[config.mk]
export PLATFORM = sky130hd
export DESIGN_NAME = midi_track_event_parser
export DESIGN_NICKNAME = d
export VERILOG_FILES = /design/src/hdl/mtep_pkg.sv /design/src/hdl/mtep_parser.sv /design/src/hdl/midi_track_event_parser.sv
export SDC_FILE = /design/constraint.sdc
export NUM_CORES = 1
export LEC_CHECK = 0
export BUFFER_PORTS_ARGS = -buffer_cell sky130_fd_sc_hd__buf_2
export CAP_MARGIN = 10
export CORE_MARGIN = 1
export CORE_UTILIZATION = 45
export DETAILED_ROUTE_END_ITERATION = 12
export GPL_TIMING_DRIVEN = 0
export SLEW_MARGIN = 0
export SYNTH_ARGS = -nofsm -noshare
export SYNTH_HDL_FRONTEND = slang
export SYNTH_SLANG_ARGS = --single-unit
[constraint.sdc]
create_clock -name clk -period 21 [get_ports clk]
set_input_delay 2.1 -clock clk [delete_from_list [all_inputs] [get_ports clk]]
set_output_delay 2.1 -clock clk [all_outputs]
set_load 0.01 [all_outputs]
[src/hdl/mtep_pkg.sv]
// Types and constants shared by the track event parser modules.
package mtep_pkg;

  // Width of every length and delta field that leaves the block.
  localparam int unsigned OUT_BITS = 28;

  // Result kinds.
  localparam logic [2:0] KIND_CHANNEL   = 3'd0;
  localparam logic [2:0] KIND_META      = 3'd1;
  localparam logic [2:0] KIND_SYSEX     = 3'd2;
  localparam logic [2:0] KIND_NO_STATUS = 3'd3;
  localparam logic [2:0] KIND_TRUNCATED = 3'd4;

  // Status byte values and masks.
  localparam logic [7:0] STATUS_META   = 8'hFF;
  localparam logic [7:0] HI_NIBBLE     = 8'hF0;
  localparam logic [7:0] SYSTEM_GROUP  = 8'hF0;
  localparam logic [7:0] PROGRAM_GROUP = 8'hC0;
  localparam logic [7:0] PRESSURE_GROUP = 8'hD0;

  // Data counts of channel messages.
  localparam logic [1:0] COUNT_NONE = 2'd0;
  localparam logic [1:0] COUNT_ONE  = 2'd1;
  localparam logic [1:0] COUNT_TWO  = 2'd2;

  // Where the parser stands inside the current event.
  typedef enum logic [2:0] {
    PH_DELTA,
    PH_STATUS,
    PH_DATA1,
    PH_DATA2,
    PH_MTYPE,
    PH_LEN,
    PH_SKIP
  } phase_t;

  // One input item: a raw track byte and its end-of-track mark.
  typedef struct packed {
    logic [7:0] track_byte;
    logic       last_in_track;
  } in_t;

  // One result item: a completed event or an error.
  typedef struct packed {
    logic [2:0]          event_kind;
    logic [OUT_BITS-1:0] delta_time;
    logic [7:0]          status_byte;
    logic [7:0]          meta_type;
    logic [7:0]          data_first;
    logic [7:0]          data_second;
    logic [1:0]          data_count;
    logic [OUT_BITS-1:0] payload_length;
    logic                running_status_used;
  } out_t;

endpackage

[src/hdl/mtep_parser.sv]
// Parser state registers and the per-byte update that builds one result.
module mtep_parser import mtep_pkg::*; #(
  parameter int unsigned VLQ_BITS = 28
) (
  input  logic clk,
  input  logic rst,
  input  logic step,
  input  in_t  item,
  output logic result_valid,
  output out_t result
);

  phase_t              phase, phase_next;
  logic [VLQ_BITS-1:0] delta_acc, delta_acc_next;
  logic [7:0]          running_status, running_status_next;
  logic [7:0]          current_status, current_status_next;
  logic [7:0]          meta_type_held, meta_type_held_next;
  logic [VLQ_BITS-1:0] len_acc, len_acc_next;
  logic [VLQ_BITS-1:0] skip_cnt, skip_cnt_next;
  logic [7:0]          first_data, first_data_next;
  logic                reused, reused_next;
  logic                halted, halted_next;

  logic [VLQ_BITS+6:0] delta_wide, len_wide;
  logic [VLQ_BITS-1:0] delta_push, len_push, skip_dec;
  logic [7:0]          b;
  logic                one_byte_new, one_byte_cur;

  assign b = item.track_byte;

  // A VLQ digit shifts in seven bits and keeps the low VLQ_BITS of them.
  assign delta_wide = {delta_acc, b[6:0]};
  assign len_wide   = {len_acc, b[6:0]};
  assign delta_push = delta_wide[VLQ_BITS-1:0];
  assign len_push   = len_wide[VLQ_BITS-1:0];
  assign skip_dec   = (skip_cnt != '0) ? skip_cnt - 1'b1 : skip_cnt;

  // Program change and channel pressure carry a single data byte.
  assign one_byte_new = ((running_status & HI_NIBBLE) == PROGRAM_GROUP) ||
                        ((running_status & HI_NIBBLE) == PRESSURE_GROUP);
  assign one_byte_cur = ((current_status & HI_NIBBLE) == PROGRAM_GROUP) ||
                        ((current_status & HI_NIBBLE) == PRESSURE_GROUP);

  // Next state and result for the byte at hand.
  always_comb begin
    logic [31:0] delta32, len32, delta_next32;
    logic        done;
    delta32             = 32'(delta_acc);
    len32               = 32'(len_acc);
    delta_next32        = '0;
    done                = 1'b0;
    phase_next          = phase;
    delta_acc_next      = delta_acc;
    running_status_next = running_status;
    current_status_next = current_status;
    meta_type_held_next = meta_type_held;
    len_acc_next        = len_acc;
    skip_cnt_next       = skip_cnt;
    first_data_next     = first_data;
    reused_next         = reused;
    halted_next         = halted;
    result_valid        = 1'b0;
    result              = '0;
    result.delta_time   = delta32[OUT_BITS-1:0];

    if (!halted) begin
      case (phase)
        PH_DELTA: begin
          delta_acc_next = delta_push;
          if (!b[7]) begin
            phase_next = PH_STATUS;
          end
        end
        PH_STATUS: begin
          if ((b & HI_NIBBLE) == SYSTEM_GROUP) begin
            current_status_next = b;
            len_acc_next        = '0;
            phase_next          = (b == STATUS_META) ? PH_MTYPE : PH_LEN;
          end else if (b[7]) begin
            current_status_next = b;
            running_status_next = b;
            reused_next         = 1'b0;
            phase_next          = PH_DATA1;
          end else if (running_status[7]) begin
            current_status_next = running_status;
            reused_next         = 1'b1;
            first_data_next     = b;
            if (one_byte_new) begin
              result_valid               = 1'b1;
              result.event_kind          = KIND_CHANNEL;
              result.status_byte         = running_status;
              result.data_first          = b;
              result.data_count          = COUNT_ONE;
              result.running_status_used = 1'b1;
              done                       = 1'b1;
            end else begin
              phase_next = PH_DATA2;
            end
          end else begin
            // Data byte with no channel status seen: report and halt.
            result_valid       = 1'b1;
            result.event_kind  = KIND_NO_STATUS;
            result.status_byte = b;
            done               = 1'b1;
            halted_next        = 1'b1;
          end
        end
        PH_DATA1: begin
          first_data_next = b;
          if (one_byte_cur) begin
            result_valid               = 1'b1;
            result.event_kind          = KIND_CHANNEL;
            result.status_byte         = current_status;
            result.data_first          = b;
            result.data_count          = COUNT_ONE;
            result.running_status_used = reused;
            done                       = 1'b1;
          end else begin
            phase_next = PH_DATA2;
          end
        end
        PH_DATA2: begin
          result_valid               = 1'b1;
          result.event_kind          = KIND_CHANNEL;
          result.status_byte         = current_status;
          result.data_first          = first_data;
          result.data_second         = b;
          result.data_count          = COUNT_TWO;
          result.running_status_used = reused;
          done                       = 1'b1;
        end
        PH_MTYPE: begin
          meta_type_held_next = b;
          phase_next          = PH_LEN;
        end
        PH_LEN: begin
          len_acc_next = len_push;
          if (!b[7]) begin
            if (len_push == '0) begin
              result_valid       = 1'b1;
              result.event_kind  = (current_status == STATUS_META) ? KIND_META : KIND_SYSEX;
              result.status_byte = current_status;
              result.meta_type   = meta_type_held;
              done               = 1'b1;
            end else begin
              skip_cnt_next = len_push;
              phase_next    = PH_SKIP;
            end
          end
        end
        PH_SKIP: begin
          skip_cnt_next = skip_dec;
          if (skip_dec == '0) begin
            result_valid          = 1'b1;
            result.event_kind     = (current_status == STATUS_META) ? KIND_META : KIND_SYSEX;
            result.status_byte    = current_status;
            result.meta_type      = meta_type_held;
            result.payload_length = len32[OUT_BITS-1:0];
            done                  = 1'b1;
          end
        end
        default: begin
          phase_next = PH_DELTA;
        end
      endcase

      // A completed event clears everything but running status and the halt.
      if (done) begin
        phase_next          = PH_DELTA;
        delta_acc_next      = '0;
        current_status_next = '0;
        meta_type_held_next = '0;
        len_acc_next        = '0;
        skip_cnt_next       = '0;
        first_data_next     = '0;
        reused_next         = 1'b0;
      end

      // The track ending before the event does gives a truncation result.
      if (item.last_in_track && !result_valid) begin
        delta_next32       = 32'(delta_acc_next);
        result_valid       = 1'b1;
        result             = '0;
        result.event_kind  = KIND_TRUNCATED;
        result.delta_time  = delta_next32[OUT_BITS-1:0];
        result.status_byte = current_status_next;
        result.meta_type   = meta_type_held_next;
      end
    end

    // The last byte of a track returns every register to its reset value.
    if (item.last_in_track) begin
      phase_next          = PH_DELTA;
      delta_acc_next      = '0;
      running_status_next = '0;
      current_status_next = '0;
      meta_type_held_next = '0;
      len_acc_next        = '0;
      skip_cnt_next       = '0;
      first_data_next     = '0;
      reused_next         = 1'b0;
      halted_next         = 1'b0;
    end
  end

  // State registers advance once per byte taken.
  always_ff @(posedge clk) begin
    if (rst) begin
      phase          <= PH_DELTA;
      delta_acc      <= '0;
      running_status <= '0;
      current_status <= '0;
      meta_type_held <= '0;
      len_acc        <= '0;
      skip_cnt       <= '0;
      first_data     <= '0;
      reused         <= 1'b0;
      halted         <= 1'b0;
    end else if (step) begin
      phase          <= phase_next;
      delta_acc      <= delta_acc_next;
      running_status <= running_status_next;
      current_status <= current_status_next;
      meta_type_held <= meta_type_held_next;
      len_acc        <= len_acc_next;
      skip_cnt       <= skip_cnt_next;
      first_data     <= first_data_next;
      reused         <= reused_next;
      halted         <= halted_next;
    end
  end

endmodule

[src/hdl/midi_track_event_parser.sv]
// Top level of the MIDI track event parser: input register, parser, result register.
//
// The track channel (track_valid, track_stall, track_item) takes one raw byte of a
// track chunk per item, with last_in_track set on the final byte of the track.
// The event channel (event_valid, event_stall, event_item) gives one item for each
// completed event, missing running status error or truncated track.
// A byte taken at one clock edge sits in the input register; the parser works on
// it there and writes any result to the result register when the held byte moves
// on, which waits until the result register is free; event_item shows that register.
// The block takes one byte per cycle, back to back, as long as the result register
// can move on. The byte update is a single pass of shift, compare and decrement
// logic on the phase and VLQ registers, which sets the one-cycle rate.
// When the receiver stalls with a result waiting, the byte held in the input
// register waits too and track_stall rises; the result stays unchanged.
// Reset empties both registers and returns the parser to the start of a track
// with no running status.
module midi_track_event_parser import mtep_pkg::*; #(
  parameter int unsigned VLQ_BITS = 28
) (
  input  logic clk,
  input  logic rst,
  input  logic track_valid,
  output logic track_stall,
  input  in_t  track_item,
  output logic event_valid,
  input  logic event_stall,
  output out_t event_item
);

  logic in_full;
  in_t  in_hold;
  logic advance;
  logic result_valid;
  out_t result;

  // The held byte moves on whenever the result register is free to take a result.
  assign advance     = in_full && (!event_valid || !event_stall);
  assign track_stall = in_full && !advance;

  // Input register.
  always_ff @(posedge clk) begin
    if (rst) begin
      in_full <= 1'b0;
    end else if (!track_stall) begin
      in_full <= track_valid;
    end
  end

  always_ff @(posedge clk) begin
    if (!track_stall && track_valid) begin
      in_hold <= track_item;
    end
  end

  mtep_parser #(
    .VLQ_BITS(VLQ_BITS)
  ) u_parser (
    .clk         (clk),
    .rst         (rst),
    .step        (advance),
    .item        (in_hold),
    .result_valid(result_valid),
    .result      (result)
  );

  // Result register.
  always_ff @(posedge clk) begin
    if (rst) begin
      event_valid <= 1'b0;
    end else if (advance && result_valid) begin
      event_valid <= 1'b1;
    end else if (!event_stall) begin
      event_valid <= 1'b0;
    end
  end

  always_ff @(posedge clk) begin
    if (advance && result_valid) begin
      event_item <= result;
    end
  end

endmodule

# --- Yosys cells after proc, flatten, opt, wreduce, memory -nomap -nowiden ---
# Cells that the tools add are included.
classes:
  eq_ne: 28
  bitwise_logic: 3
  mux: 119
  addsub: 1
  n_reduce_logical: 35
ops:
  columns: ["cell", "n"]
  rows:
  - ["28-bit 2-to-1 mux", 16]
  - ["8-bit 2-to-1 mux", 32]
  - ["28-bit one-hot mux with 2 select lines", 2]
  - ["94-bit 2-to-1 mux", 1]
  - ["91-bit 2-to-1 mux", 1]
  - ["28-bit zero test", 2]
  - ["16-bit 2-to-1 mux", 3]
  - ["3-bit 2-to-1 mux", 16]
  - ["8-bit one-hot mux with 5 select lines", 1]
  - ["1-bit 2-to-1 mux", 33]
  - ["8-bit one-hot mux with 2 select lines", 2]
  - ["28-bit nonzero test", 1]
  - ["28-bit by 1-bit subtractor with 28-bit output (second input constant)", 1]
  - ["8-bit one-hot mux with 3 select lines", 1]
  - ["4-bit == test (second input constant)", 5]
  - ["3-bit one-hot mux with 6 select lines", 1]
  - ["8-bit == test (second input constant)", 2]
  - ["4-bit nonzero test", 4]
  - ["5-bit AND reduction", 3]
  - ["4-bit by 3-bit inequality test with 1-bit output (second input constant)", 3]
  - ["4-bit inequality test (second input constant)", 3]
  - ["2-bit 2-to-1 mux", 5]
  - ["3-bit == test (second input constant)", 3]
  - ["3-bit one-hot mux with 3 select lines", 1]
  - ["27 further kinds", 44]
totals:
  input_bits: 13
  reg_bits: 226
  wordCells: 210
  output_inout_bits: 96

# --- Depth between registers and ports, before layout ---
# Gate-level depths: netlist of run 1.
logic_depth:
  word_depth: 14
  depth_mapped: 14
  ltp_nobuf: 11

# --- Hierarchy ---
# Synthesis of run 1 repeated with hierarchy kept, for this count alone.
hier_totals:
  cells_unflattened: 970
  hier_area_um2: 10238.6
by_module_without_submodules:
  columns: ["mod", "seq_area_each_um2", "area_per_inst_um2", "instances", "cells_per_inst"]
  rows:
  - ["mtep_parser", 2422.3, 7051.8, 1, 855]
  - ["midi_track_event_parser", 3133.0, 3186.8, 1, 115]

# --- Least setup slack after synthesis of run 1 ---
# OpenSTA, ideal clock, no wires.
synth_path:
  path_kind: "flip-flop to flip-flop"
  from: "reg u_parser.skip_cnt[0]"
  to: "reg event_item[0] (netlist name), enable pin"
  n_path_buf: 2
  arrival_time_ps: 9723
  stages_incl_launch_ff: 14
  t_required_ps: 20338
  path_slack_ps: 10615
  cell_sequence: "dfxtp_1 clkbuf_1 inv_1 ha_1 nor3b_1 nand4_1 a211oi_1 xnor2_1 nand4b_1 or4_4 o21bai_4 buf_6 nor2_1 nor3_1"
synth_via:
  elab_chain_cells: 11
  word_cells_on_any_way: 12
  classes_between: "add/sub (1); mux (6); reduce/logical (5)"
synth_lines:
  columns: ["element", "line_no", "text"]
  rows:
  - ["start, declared", "mtep_parser.sv:19", "logic [VLQ_BITS-1:0] skip_cnt, skip_cnt_next;"]
  - ["start signal, assigned", "mtep_parser.sv:226", "skip_cnt <= skip_cnt_next;"]
  - ["28-bit by 1-bit subtractor with 28-bit output or 28-bit nonzero test (tied branches)", "mtep_parser.sv:36", "assign skip_dec = (skip_cnt != '0) ? skip_cnt - 1'b1 : skip_cnt;"]
  - ["28-bit 2-to-1 mux *", "mtep_parser.sv:36", null]
  - ["28-bit zero test *", "mtep_parser.sv:153", "if (skip_dec == '0) begin"]
  - ["1-bit 2-to-1 mux *", "mtep_parser.sv:153", null]
  - ["1-bit one-hot mux with 5 select lines *", "mtep_parser.sv:67", "case (phase)"]
  - ["1-bit 2-to-1 mux *", "mtep_parser.sv:66", "if (!halted) begin"]
  - ["1-bit zero test", "mtep_parser.sv:180", "if (item.last_in_track && !result_valid) begin"]
  - ["1-bit logical AND", "mtep_parser.sv:180", null]
  - ["1-bit 2-to-1 mux *", "mtep_parser.sv:180", null]
  - ["1-bit 2-to-1 mux *", "mtep_parser.sv:66", null]
  - ["1-bit logical AND *", "midi_track_event_parser.sv:78", "if (advance && result_valid) begin"]
  - ["end signal, assigned", "midi_track_event_parser.sv:79", "event_item <= result;"]
  - ["end, declared", "midi_track_event_parser.sv:27", "output out_t event_item"]
# Mark *: on every way between the ends. The rest lies on a longest branch, timed or not. The select of a mux whose other input is x is not followed.
# A chain may end at the register's enable or synchronous reset.

# --- Worst setup path after layout of run 1 ---
layout_path:
  from: "reg u_parser.skip_cnt[0]"
  to: "reg event_item[75] (netlist name), enable pin"
# The elaborated chain is that of the path after synthesis.

==> run_results.csv, run 1 <==
group,metric,value,unit
critical_path,worstSetupPathType,"reg -> reg",
drt,detail-route-antenna-nets,0,
layout,antenna_cells,0,
place,buffers_on_ports,107,
worst_hold_path,timing.hold.worst.class,"reg -> reg",
synthesis,mappedNetlistArea,10100,sq um
sta,postLayoutSetupSlackWorst,15.11,ns
drt,viasPerCell,5.89,
sta,tightest_slew,1.26,ns
clock_tree,tritoncts.num_buffers,24,
sta,finalClockSkew,0.0167,ns
synthesis,synth-seq-cells,226,
critical_path,critical_path_required,21.22,ns
synthesis,synth_edf_count,103,
floorplanning,core_area,21900,sq um
synthesis,synth.mux.area_fraction,0.0378,
critical_path,reg2reg_setup_slack,15.11,ns
drt,detail_route.iter0.violations,600,
sta,hold_viol,0,
power_and_ir_drop,ir_drop,52.6,uV
grt,vias_in_the_first_global_route,7202,
critical_path,cpMostUsedCell,"sky130_fd_sc_hd__buf_6",
synthesis,synthSimpleGateAreaFrac,0.159,
synthesis,yosys.area.top_type_share,0.307,
synthesis,ys_dominant_reg_cell,"sky130_fd_sc_hd__dfxtp_1",
clock_tree,htree_num_levels,1,
grt,gr-max-usage-layer,"met2",
synthesis,area_share_of_fa_ha_maj_cells_after_synthesis,0.00249,
drt,route.detailed.drc,0,
synthesis,synth-seq-area-share,0.552,
synthesis,synth_xor_xnor_area_share,0.00784,
layout,drive_gt1_frac,0.204,
place,hpwlAfterDp,18800,microns
layout,area_delta_synth_final,17.5,%
sta,maxClockFrequency,0.170,GHz
clock_tree,holdBufCountCts,0,
floorplanning,start_util,0.460,
clock_tree,cts_tree,"built",
sta,period_needed,5.89,ns
clock_tree,root_buffer,"sky130_fd_sc_hd__clkbuf_16",
drt,route.detailed.wl_per_inst,19.9,microns
place,gp_congestion,0.926,
floorplanning,ioPinCount,109,
layout,fillerInstances,1989,
synthesis,syn_area_per_cell,11.1,sq um
floorplanning,die_area,23000,sq um
critical_path,critical-path-slowest-cell,"sky130_fd_sc_hd__nor3_2",
floorplanning,die_width,152,microns
floorplanning,core.rowCount,54,
synthesis,main_combinational_cell_family_by_area_after_synthesis,"compound AO/OA/AOI/OAI gates",
synthesis,yosys.cell_types.count,72,
grt,grt_util_met3,0.0308,
synthesis,syn_inst,910,
drt,routed_via_count,7934,
critical_path,crit_chain,"clkbuf_1 > inv_1 > ha_1 > nor3b_1 > nand4_1 > o31ai_1 > o311ai_0 > nand4b_1 > or4_4 > o21bai_4 > buf_6 > nor2_1 > nor3_2 > buf_6 > buf_8 > buf_6",
sta,timing.hold.ws,0.473,ns
clock_tree,clk_pin_slew,0.06,ns
grt,grt_start_max_net_pins,15,
sta,finalSetupTns,0,ns
clock_tree,post_cts_resized,0,
run,max_cap_viol_count,0,
clock_tree,post-cts-setup-buffer-count,0,
power_and_ir_drop,cellLeakagePower,4.44,nW
synthesis,synthesis.nets,925,
critical_path,critPathArrivalTime,6.10,ns
grt,grt_first_pass_wirelength,41400,microns
synthesis,synth_top_cells_by_count,"sky130_fd_sc_hd__dfxtp_1, sky130_fd_sc_hd__edfxtp_1, sky130_fd_sc_hd__a22o_1",
clock_tree,cts_buffer_depth,3,
drt,detail_route.wirelength,26900,microns
sta,worst_slew_margin_rel,0.155,
sta,post-route-period-util,0.280,
synthesis,most_common_cell_in_the_synthesized_netlist,"sky130_fd_sc_hd__dfxtp_1",
critical_path,timing.critical_path.fanout_max,14,
sta,final-setup-viol-count,0,
critical_path,critPathCaptureType,"flip-flop",
synthesis,synth_area_leader_cell,"sky130_fd_sc_hd__edfxtp_1",
clock_tree,insertion_delay,0.52,ns
drt,detailedRoute.firstPassIterationCount,5,
synthesis,netlist_top_cells_area,"sky130_fd_sc_hd__edfxtp_1, sky130_fd_sc_hd__dfxtp_1, sky130_fd_sc_hd__a22o_1, sky130_fd_sc_hd__mux2_2, sky130_fd_sc_hd__nor2_1",
sta,unrepaired_setup_endpoints_after_global_routing,"false",
grt,grt_antenna_before_repair,0,
place,detailedPlace.worstSlack,15.13,ns
layout,layoutNonFillerInstCount,1348,
synthesis,synth_async_sr_flop_share,0,
grt,gr-usage-all-layers,0.235,
clock_tree,count_of_clock_tree_sinks,226,
synthesis,synth_warnings,0,
grt,grt_use_met1,0.349,
critical_path,worstSetupStartpointType,"flip-flop",
floorplanning,overall_die_height,152,microns
grt,global_route.usage.met2,0.355,
grt,globalRouteOverflowTotal,0,
power_and_ir_drop,powerDensity,82.8,nW/um^2
layout,post-route-util,0.540,
synthesis,complex_gate_fraction_of_the_synthesized_area,0.208,
critical_path,slowest_delay,0.82,ns
run_status,status,"completed",
sta,slew_limit_fails,0,
layout,finish.net_count,1065,
place,dpl.cell_count,1304,
## kinds of logic after synthesis
kind of cell	count (synthesis)
AOI/OAI and AO/OA	275
muxes	34
xor gates and xnor gates	9
buffers and inverters	68
and+or+nand+nor	296
DFF	226
adders and majority gates	2
## per-layer routing
| layer | wire length, microns | part of all wire | vias up |
|---|---|---|---|
| li1 | - | - | 3777 |
| met1 | 12600 | 0.47 | 3833 |
| met2 | 11800 | 0.44 | 277 |
| met3 | 1820 | 0.068 | 47 |
| met4 | 642 | 0.024 | 0 |
| met5 | 0 | 0 | - |
## area by class of cell
class / count / area, sq um / share of cell area
flip-flops and latches: 226 / 5560 / 0.470
multi-input cells: 616 / 4190 / 0.355
clock buffers: 32 / 662 / 0.0560
repair buffers: 114 / 614 / 0.0520
well taps: 280 / 350 / 0.0297
plain buffers: 58 / 283 / 0.0239
clock inverters: 12 / 124 / 0.0105
inverters: 10 / 37.5 / 0.00318
## worst paths after layout
| check | from | endpoint | cells after the start |
|---|---|---|---|
| hold / removal | u_parser.len_acc[27] | u_parser.len_acc[27] | 1 |
| hold reg to reg | u_parser.len_acc[27] | u_parser.len_acc[27] | 1 |
| setup / recovery | u_parser.skip_cnt[0] | event_item[75] | 16 |
| setup reg to reg | u_parser.skip_cnt[0] | event_item[75] | 16 |
## power by group
part,switching (W),internal [W]
Combinational,0.0000565,0.0000277
Sequential,0.00000494,0.000468
Clock,0.000173,0.000248
Total,0.000235,0.000744
## sequential cells by signal, indices dropped and copies added, names as in the netlist, 8 cells and up
signal / flops
u_parser.first_data: 8
u_parser.len_acc: 28
u_parser.running_status: 8
u_parser.current_status: 8
u_parser.skip_cnt: 28
in_hold: 9
u_parser.delta_acc: 28
u_parser.meta_type_held: 8
event_item: 94
## per-stage QoR
stage               cell area, sq um  power, W
detailed placement             11000  0.000566
floorplan                      10100  0.000539
global placement               10900  0.000567
CTS                            11800  0.000987
finish                         11800  0.000978
global route                   11800   0.00101
## worst max-delay path: cells and delay by family, from the launching register on
kind	cells	cell delay [ns]
and+or+nand+nor	6	3.06
AOI/OAI and AO/OA	3	0.83
adders and majority gates	1	0.23
DFF	1	0.29
buffers and inverters	6	1.16
## placed cells by master, fill, tap and decap left out, types with 10 or more instances in the layout
cell and count:
sky130_fd_sc_hd__a22o_1 96, sky130_fd_sc_hd__nor3_1 24, sky130_fd_sc_hd__dfxtp_1 123, sky130_fd_sc_hd__nand2_1 64, sky130_fd_sc_hd__o21ai_0 40, sky130_fd_sc_hd__edfxtp_1 103
sky130_fd_sc_hd__a21oi_1 42, sky130_fd_sc_hd__buf_2 111, sky130_fd_sc_hd__mux2_2 28, sky130_fd_sc_hd__buf_6 13, sky130_fd_sc_hd__a22oi_1 28, sky130_fd_sc_hd__inv_1 10
sky130_fd_sc_hd__nand3_1 11, sky130_fd_sc_hd__clkbuf_16 25, sky130_fd_sc_hd__nor4_1 16, sky130_fd_sc_hd__clkbuf_1 49, sky130_fd_sc_hd__nor2_1 77, sky130_fd_sc_hd__and2_1 39
(Power assumes the default switching activity.)
==> run 2: changes to the inputs <==
--- a/config.mk
+++ b/config.mk
@@ -5,12 +5,14 @@
 export SDC_FILE = /design/constraint.sdc
 export NUM_CORES = 1
 export LEC_CHECK = 0
+export ABC_AREA = 1
 export BUFFER_PORTS_ARGS = -buffer_cell sky130_fd_sc_hd__buf_2
 export CAP_MARGIN = 10
 export CORE_MARGIN = 1
 export CORE_UTILIZATION = 45
 export DETAILED_ROUTE_END_ITERATION = 12
 export GPL_TIMING_DRIVEN = 0
+export PLACE_DENSITY = 0.66
 export SLEW_MARGIN = 0
 export SYNTH_ARGS = -nofsm -noshare
 export SYNTH_HDL_FRONTEND = slang
==> constraint.sdc (replaced) <==
create_clock -name clk -period 5.22 [get_ports clk]
set_input_delay 0.522 -clock clk [delete_from_list [all_inputs] [get_ports clk]]
set_output_delay 0.522 -clock clk [all_outputs]
set_load 0.01 [all_outputs]
==> run_results.csv, run 2 <==
group,metric,value,unit
sta,maxClockFrequency,0.230,GHz
floorplanning,core_area,25300,sq um
grt,grt_first_pass_wirelength,55000,microns
sta,timing.hold.ws,0.164,ns
grt,grt_start_max_net_pins,61,
place,hpwlAfterDp,25900,microns
drt,route.detailed.drc,0,
run,max_cap_viol_count,0,
drt,routed_via_count,11000,
clock_tree,root_buffer,"sky130_fd_sc_hd__clkbuf_16",
layout,finish.net_count,1694,
sta,finalClockSkew,0.0221,ns
clock_tree,htree_num_levels,1,
floorplanning,die_width,163,microns
power_and_ir_drop,switchingPower,0.00140,W
run_status,status,"completed",
synthesis,yosys.area.top_type_share,0.266,
grt,vias_in_the_first_global_route,10100,
clock_tree,cts_tree,"built",
critical_path,timing.critical_path.fanout_max,60,
synthesis,most_common_cell_in_the_synthesized_netlist,"sky130_fd_sc_hd__nand2_1",
clock_tree,count_of_clock_tree_sinks,226,
sta,post-route-period-util,0.832,
synthesis,netlist_top_cells_area,"sky130_fd_sc_hd__edfxtp_1, sky130_fd_sc_hd__dfxtp_1, sky130_fd_sc_hd__nand2_1, sky130_fd_sc_hd__nor2_1, sky130_fd_sc_hd__a21oi_1",
sta,slew_limit_fails,0,
sta,tightest_slew,0.977,ns
layout,layoutNonFillerInstCount,2028,
power_and_ir_drop,pwr-share-clk,0.396,
layout,largest-register,"event_item",
synthesis,ys_dominant_reg_cell,"sky130_fd_sc_hd__dfxtp_1",
power_and_ir_drop,pwr-share-comb,0.179,
drt,detailedRoute.firstPassIterationCount,6,
layout,post-route-util,0.533,
clock_tree,cts_buffer_depth,3,
floorplanning,die_area,26500,sq um
power_and_ir_drop,powerDensity,345,nW/um^2
power_and_ir_drop,ir_drop,263,uV
layout,fillerInstances,2460,
drt,detail_route.iter0.violations,1048,
critical_path,critical_path_required,5.41,ns
sta,hold_viol,0,
clock_tree,post-cts-setup-buffer-count,0,
floorplanning,ioPinCount,109,
synthesis,syn_inst,1543,
drt,route.detailed.wl_per_inst,17.5,microns
power_and_ir_drop,p_sw_frac,0.302,
power_and_ir_drop,internal_power,0.00324,W
synthesis,syn_area_per_cell,7.53,sq um
drt,viasPerCell,5.42,
layout,drive_gt1_frac,0.138,
floorplanning,overall_die_height,163,microns
critical_path,worstSetupPathType,"reg -> reg",
floorplanning,start_util,0.460,
layout,antenna_cells,0,
place,gp_congestion,0.930,
clock_tree,insertion_delay,0.54,ns
layout,mostFrequentLayoutCells,"sky130_fd_sc_hd__nand2_1, sky130_fd_sc_hd__nor2_1, sky130_fd_sc_hd__inv_1",
clock_tree,clk_pin_slew,0.06,ns
drt,detail-route-antenna-nets,0,
layout,largest_register_ff_count,94,
layout,layout.cells.most_common,"sky130_fd_sc_hd__nand2_1",
sta,unrepaired_setup_endpoints_after_global_routing,"false",
power_and_ir_drop,cellLeakagePower,5.58,nW
synthesis,yosys.cell_types.count,42,
clock_tree,post_cts_resized,0,
synthesis,synth_edf_count,103,
drt,detail_route.wirelength,35500,microns
worst_hold_path,timing.hold.worst.class,"in -> reg",
power_and_ir_drop,seqPwrFrac,0.425,
sta,final-setup-viol-count,0,
synthesis,synth-seq-area-share,0.478,
critical_path,worstSetupStartpointType,"flip-flop",
place,buffers_on_ports,108,
critical_path,critPathArrivalTime,4.54,ns
synthesis,synth_warnings,0,
synthesis,synth-seq-cells,226,
sta,period_needed,4.35,ns
grt,globalRouteOverflowTotal,0,
synthesis,synth_top_cells_by_count,"sky130_fd_sc_hd__nand2_1, sky130_fd_sc_hd__nor2_1, sky130_fd_sc_hd__inv_1",
synthesis,mappedNetlistArea,11600,sq um
clock_tree,tritoncts.num_buffers,25,
sta,worst_slew_margin_rel,0.343,
layout,area_delta_synth_final,15.9,%
grt,grt_antenna_before_repair,0,
synthesis,synth_async_sr_flop_share,0,
critical_path,critPathCaptureType,"flip-flop",
synthesis,synth_area_leader_cell,"sky130_fd_sc_hd__edfxtp_1",
clock_tree,holdBufCountCts,0,
grt,gr-usage-all-layers,0.268,
floorplanning,core.rowCount,58,
place,dpl.cell_count,1982,
synthesis,synthesis.nets,1558,
run 2: area by class of cell:
type / instances / area, sq um / share of cell area
clock buffer: 31 / 711 / 0.0528
clock inverter: 15 / 153 / 0.0113
tap: 330 / 413 / 0.0307
timing repair buffer: 109 / 568 / 0.0422
inverter: 156 / 588 / 0.0437
multi-input combinational: 1084 / 5080 / 0.377
buffer: 77 / 395 / 0.0294
sequential: 226 / 5560 / 0.413
run 2: through the flow:
stage          cell area (sq um)  setup WS (ns)  setup TNS (ns)  power (W)
5_1_grt                    13500          0.655               0    0.00482
6_report                   13500          0.874               0    0.00464
3_5_place_dp               12600          0.927               0    0.00282
2_1_floorplan              11600          0.655               0    0.00257
4_1_cts                    13500          0.874               0    0.00464
3_3_place_gp               12600          -1.01          -93.67    0.00282
run 2: worst max-delay path: stages, from the launching register on:
cell	delay [ns]
sky130_fd_sc_hd__dfxtp_1	0.34
sky130_fd_sc_hd__inv_1	0.14
sky130_fd_sc_hd__ha_1	0.28
sky130_fd_sc_hd__nand2_1	0.16
sky130_fd_sc_hd__nor2_1	0.40
sky130_fd_sc_hd__nand2_1	0.10
sky130_fd_sc_hd__nand2_1	0.07
sky130_fd_sc_hd__nand2_1	0.06
sky130_fd_sc_hd__nand2_1	0.14
sky130_fd_sc_hd__nand2_1	0.08
sky130_fd_sc_hd__nor2_1	0.19
sky130_fd_sc_hd__nand2_1	0.07
sky130_fd_sc_hd__nor2_1	0.13
sky130_fd_sc_hd__nand2_2	0.12
sky130_fd_sc_hd__nand4_4	0.10
sky130_fd_sc_hd__buf_6	0.18
sky130_fd_sc_hd__nor2_8	0.05
sky130_fd_sc_hd__inv_1	0.08
sky130_fd_sc_hd__buf_2	0.22
sky130_fd_sc_hd__nand3_1	0.23
sky130_fd_sc_hd__inv_4	0.46
sky130_fd_sc_hd__buf_16	0.31
run 2: power groups by stage:
stage | registers, W | logic [W] | clock network (W)
finish | 0.00197 | 0.000829 | 0.00184
CTS | 0.00197 | 0.000815 | 0.00186
floorplan | 0.00201 | 0.000555 | 0
global placement | 0.00201 | 0.000805 | 0
detailed placement | 0.00201 | 0.000809 | 0
global route | 0.00198 | 0.000913 | 0.00193
run 2: final timing paths:
path / start / end / slack (ns) / cells after the start
worst max-delay path: u_parser.skip_cnt[0] / event_item[56] / 0.87 / 21
worst min register to register: u_parser.len_acc[27] / u_parser.len_acc[27] / 0.45 / 2
worst max register to register: u_parser.skip_cnt[0] / event_item[56] / 0.87 / 21
worst min-delay path: track_item[5] / in_hold[5] / 0.16 / 1
run 2: metal layers:
metal  global-route usage  wire [microns]  vias to the layer above
li1                     -               -                     5346
met1                0.384           15900                     5098
met2                0.413           15900                      454
met3               0.0351            2610                       84
met4               0.0935            1120                        0
met5                    0               0                        -
run 2: cells by family after synthesis:
kind of cell / share of synthesized area
and+or+nand+nor: 0.291
buffers and inverters: 0.0844
adders and majority gates: 0.00215
DFF: 0.478
xor gates and xnor gates: 0.00829
AOI/OAI and AO/OA: 0.134
muxes: 0.00172
==> run 3: changes to the inputs <==
--- a/config.mk
+++ b/config.mk
@@ -12,7 +12,6 @@
 export CORE_UTILIZATION = 45
 export DETAILED_ROUTE_END_ITERATION = 12
 export GPL_TIMING_DRIVEN = 0
-export PLACE_DENSITY = 0.66
 export SLEW_MARGIN = 0
 export SYNTH_ARGS = -nofsm -noshare
 export SYNTH_HDL_FRONTEND = slang
==> constraint.sdc (replaced) <==
create_clock -name clk -period 4.35 [get_ports clk]
set_input_delay 0.435 -clock clk [delete_from_list [all_inputs] [get_ports clk]]
set_output_delay 0.435 -clock clk [all_outputs]
set_load 0.01 [all_outputs]
==> run_results.csv, run 3 (synthesized netlist as in run 2, its figures left out) <==
group,metric,value,unit
clock_tree,clk_pin_slew,0.07,ns
grt,gr-usage-all-layers,0.276,
critical_path,reg2reg_setup_slack,0.20,ns
critical_path,critPathCaptureType,"flip-flop",
sta,final-setup-viol-count,0,
power_and_ir_drop,internal_power,0.00381,W
layout,finish.net_count,1697,
sta,tightest_slew,0.796,ns
clock_tree,insertion_delay,0.55,ns
drt,detail_route.wirelength,36500,microns
floorplanning,core_area,25300,sq um
sta,period_needed,4.15,ns
drt,route.detailed.drc,0,
grt,grt_first_pass_wirelength,56900,microns
clock_tree,holdBufCountCts,0,
floorplanning,die_area,26500,sq um
floorplanning,overall_die_height,163,microns
clock_tree,cts_tree,"built",
drt,detail_route.iter0.violations,1034,
power_and_ir_drop,seqPwrFrac,0.430,
grt,globalRouteOverflowTotal,0,
clock_tree,root_buffer,"sky130_fd_sc_hd__clkbuf_16",
critical_path,critPathArrivalTime,4.37,ns
sta,postLayoutSetupSlackWorst,0.205,ns
clock_tree,htree_num_levels,1,
sta,maxClockFrequency,0.241,GHz
sta,post-route-period-util,0.953,
critical_path,critical_path_required,4.58,ns
sta,slew_limit_fails,0,
sta,hold_viol,0,
layout,antenna_cells,0,
place,gp_congestion,0.985,
floorplanning,start_util,0.460,
layout,post-route-util,0.534,
sta,worst_slew_margin_rel,0.469,
power_and_ir_drop,p_sw_frac,0.310,
clock_tree,tritoncts.num_buffers,25,
drt,route.detailed.wl_per_inst,18.0,microns
sta,unrepaired_setup_endpoints_after_global_routing,"false",
layout,mostFrequentLayoutCells,"sky130_fd_sc_hd__nand2_1, sky130_fd_sc_hd__nor2_1, sky130_fd_sc_hd__inv_1",
clock_tree,count_of_clock_tree_sinks,226,
run,max_cap_viol_count,0,
layout,area_delta_synth_final,16.0,%
layout,drive_gt1_frac,0.141,
power_and_ir_drop,cellLeakagePower,5.56,nW
floorplanning,core.rowCount,58,
clock_tree,cts_buffer_depth,3,
drt,detailedRoute.firstPassIterationCount,6,
sta,finalSetupTns,0,ns
grt,grt_antenna_before_repair,0,
layout,largest-register,"event_item",
drt,routed_via_count,11100,
sta,finalClockSkew,0.0172,ns
layout,largest_register_ff_count,94,
place,hpwlAfterDp,26100,microns
drt,viasPerCell,5.46,
place,detailedPlace.worstSlack,-0.247,ns
critical_path,worstSetupStartpointType,"flip-flop",
place,dpl.cell_count,1983,
power_and_ir_drop,powerDensity,410,nW/um^2
critical_path,timing.critical_path.fanout_max,41,
layout,layout.cells.most_common,"sky130_fd_sc_hd__nand2_1",
critical_path,worstSetupPathType,"reg -> reg",
grt,grt_start_max_net_pins,42,
power_and_ir_drop,pwr-share-clk,0.390,
power_and_ir_drop,ir_drop,279,uV
drt,detail-route-antenna-nets,0,
run_status,status,"completed",
grt,vias_in_the_first_global_route,10100,
floorplanning,die_width,163,microns
worst_hold_path,timing.hold.worst.class,"in -> reg",
layout,layoutNonFillerInstCount,2031,
power_and_ir_drop,switchingPower,0.00171,W
power_and_ir_drop,pwr-share-comb,0.180,
floorplanning,ioPinCount,109,
place,buffers_on_ports,108,
## run 3: cell types whose count changed in the layout (fill, tap and decap cells not counted), sizes merged
cell,previous run,this run
buf,139,141
inv,155,154
clkinvlp,2,5
clkbuf,78,79
clkinv,12,11
bufinv,2,1
## run 3: per-stage QoR
stage                     power (W)  instance area (sq um)  hold WS, ns
after floorplan             0.00308                  11600        0.429
after global placement      0.00338                  12600        0.446
after detailed placement    0.00338                  12600        0.456
after CTS                   0.00552                  13500       0.0629
after global routing        0.00575                  13500       0.0621
final                       0.00552                  13500       0.0723
## run 3: power by group through the flow
| stage | Clock (W) | Sequential, W | Combinational (W) |
|---|---|---|---|
| 2_1_floorplan | 0 | 0.00241 | 0.000667 |
| 3_3_place_gp | 0 | 0.00242 | 0.000959 |
| 3_5_place_dp | 0 | 0.00241 | 0.000970 |
| 4_1_cts | 0.00218 | 0.00237 | 0.000977 |
| 5_1_grt | 0.00226 | 0.00238 | 0.00111 |
| 6_report | 0.00215 | 0.00237 | 0.000995 |
## run 3: repair_timing
item                                    CTS  global route
gates cloned                              1             0
hold endpoints to repair                  0             0
buffers inserted                          0             1
endpoints found under the setup margin   74            94
gates resized for setup                   2             2
## run 3: cell type report
class | count | area (sq um)
sequential | 226 | 5560
tap | 330 | 413
timing repair inverter | 1 | 5.00
clock inverter | 14 | 131
fill | 2532 | 11800
timing repair buffer | 111 | 588
inverter | 156 | 589
clock buffer | 32 | 702
multi-input combinational | 1084 | 5100
buffer | 77 | 395
## run 3: final timing paths
| kind | endpoint | cells after the start | start |
|---|---|---|---|
| setup reg to reg | event_item[40] | 14 | in_hold[6] |
| hold reg to reg | u_parser.len_acc[27] | 2 | u_parser.len_acc[27] |
| setup / recovery | event_item[40] | 14 | in_hold[6] |
| hold / removal | in_hold[1] | 1 | track_item[1] |
## run 3: worst max-delay path: stages, from the launching register on
cell and delay (ns):
sky130_fd_sc_hd__edfxtp_1 0.59, sky130_fd_sc_hd__inv_1 0.43, sky130_fd_sc_hd__nand4_1 0.18, sky130_fd_sc_hd__nor3_1 0.22
sky130_fd_sc_hd__nand4_1 0.15, sky130_fd_sc_hd__nor4_2 0.47, sky130_fd_sc_hd__nand2_1 0.24, sky130_fd_sc_hd__nand4_4 0.17
sky130_fd_sc_hd__buf_6 0.18, sky130_fd_sc_hd__nor2_8 0.06, sky130_fd_sc_hd__inv_1 0.09, sky130_fd_sc_hd__buf_2 0.29
sky130_fd_sc_hd__nand3_2 0.23, sky130_fd_sc_hd__clkinvlp_4 0.24, sky130_fd_sc_hd__buf_12 0.24
## run 3: metal layers
| layer | vias to the layer above | GRT usage | part of all wire | routed length [microns] |
|---|---|---|---|---|
| li1 | 5355 | - | - | - |
| met1 | 5202 | 0.408 | 0.45 | 16600 |
| met2 | 480 | 0.431 | 0.45 | 16300 |
| met3 | 46 | 0.0364 | 0.086 | 3160 |
| met4 | 0 | 0.0552 | 0.015 | 533 |
| met5 | - | 0 | 0 | 0 |
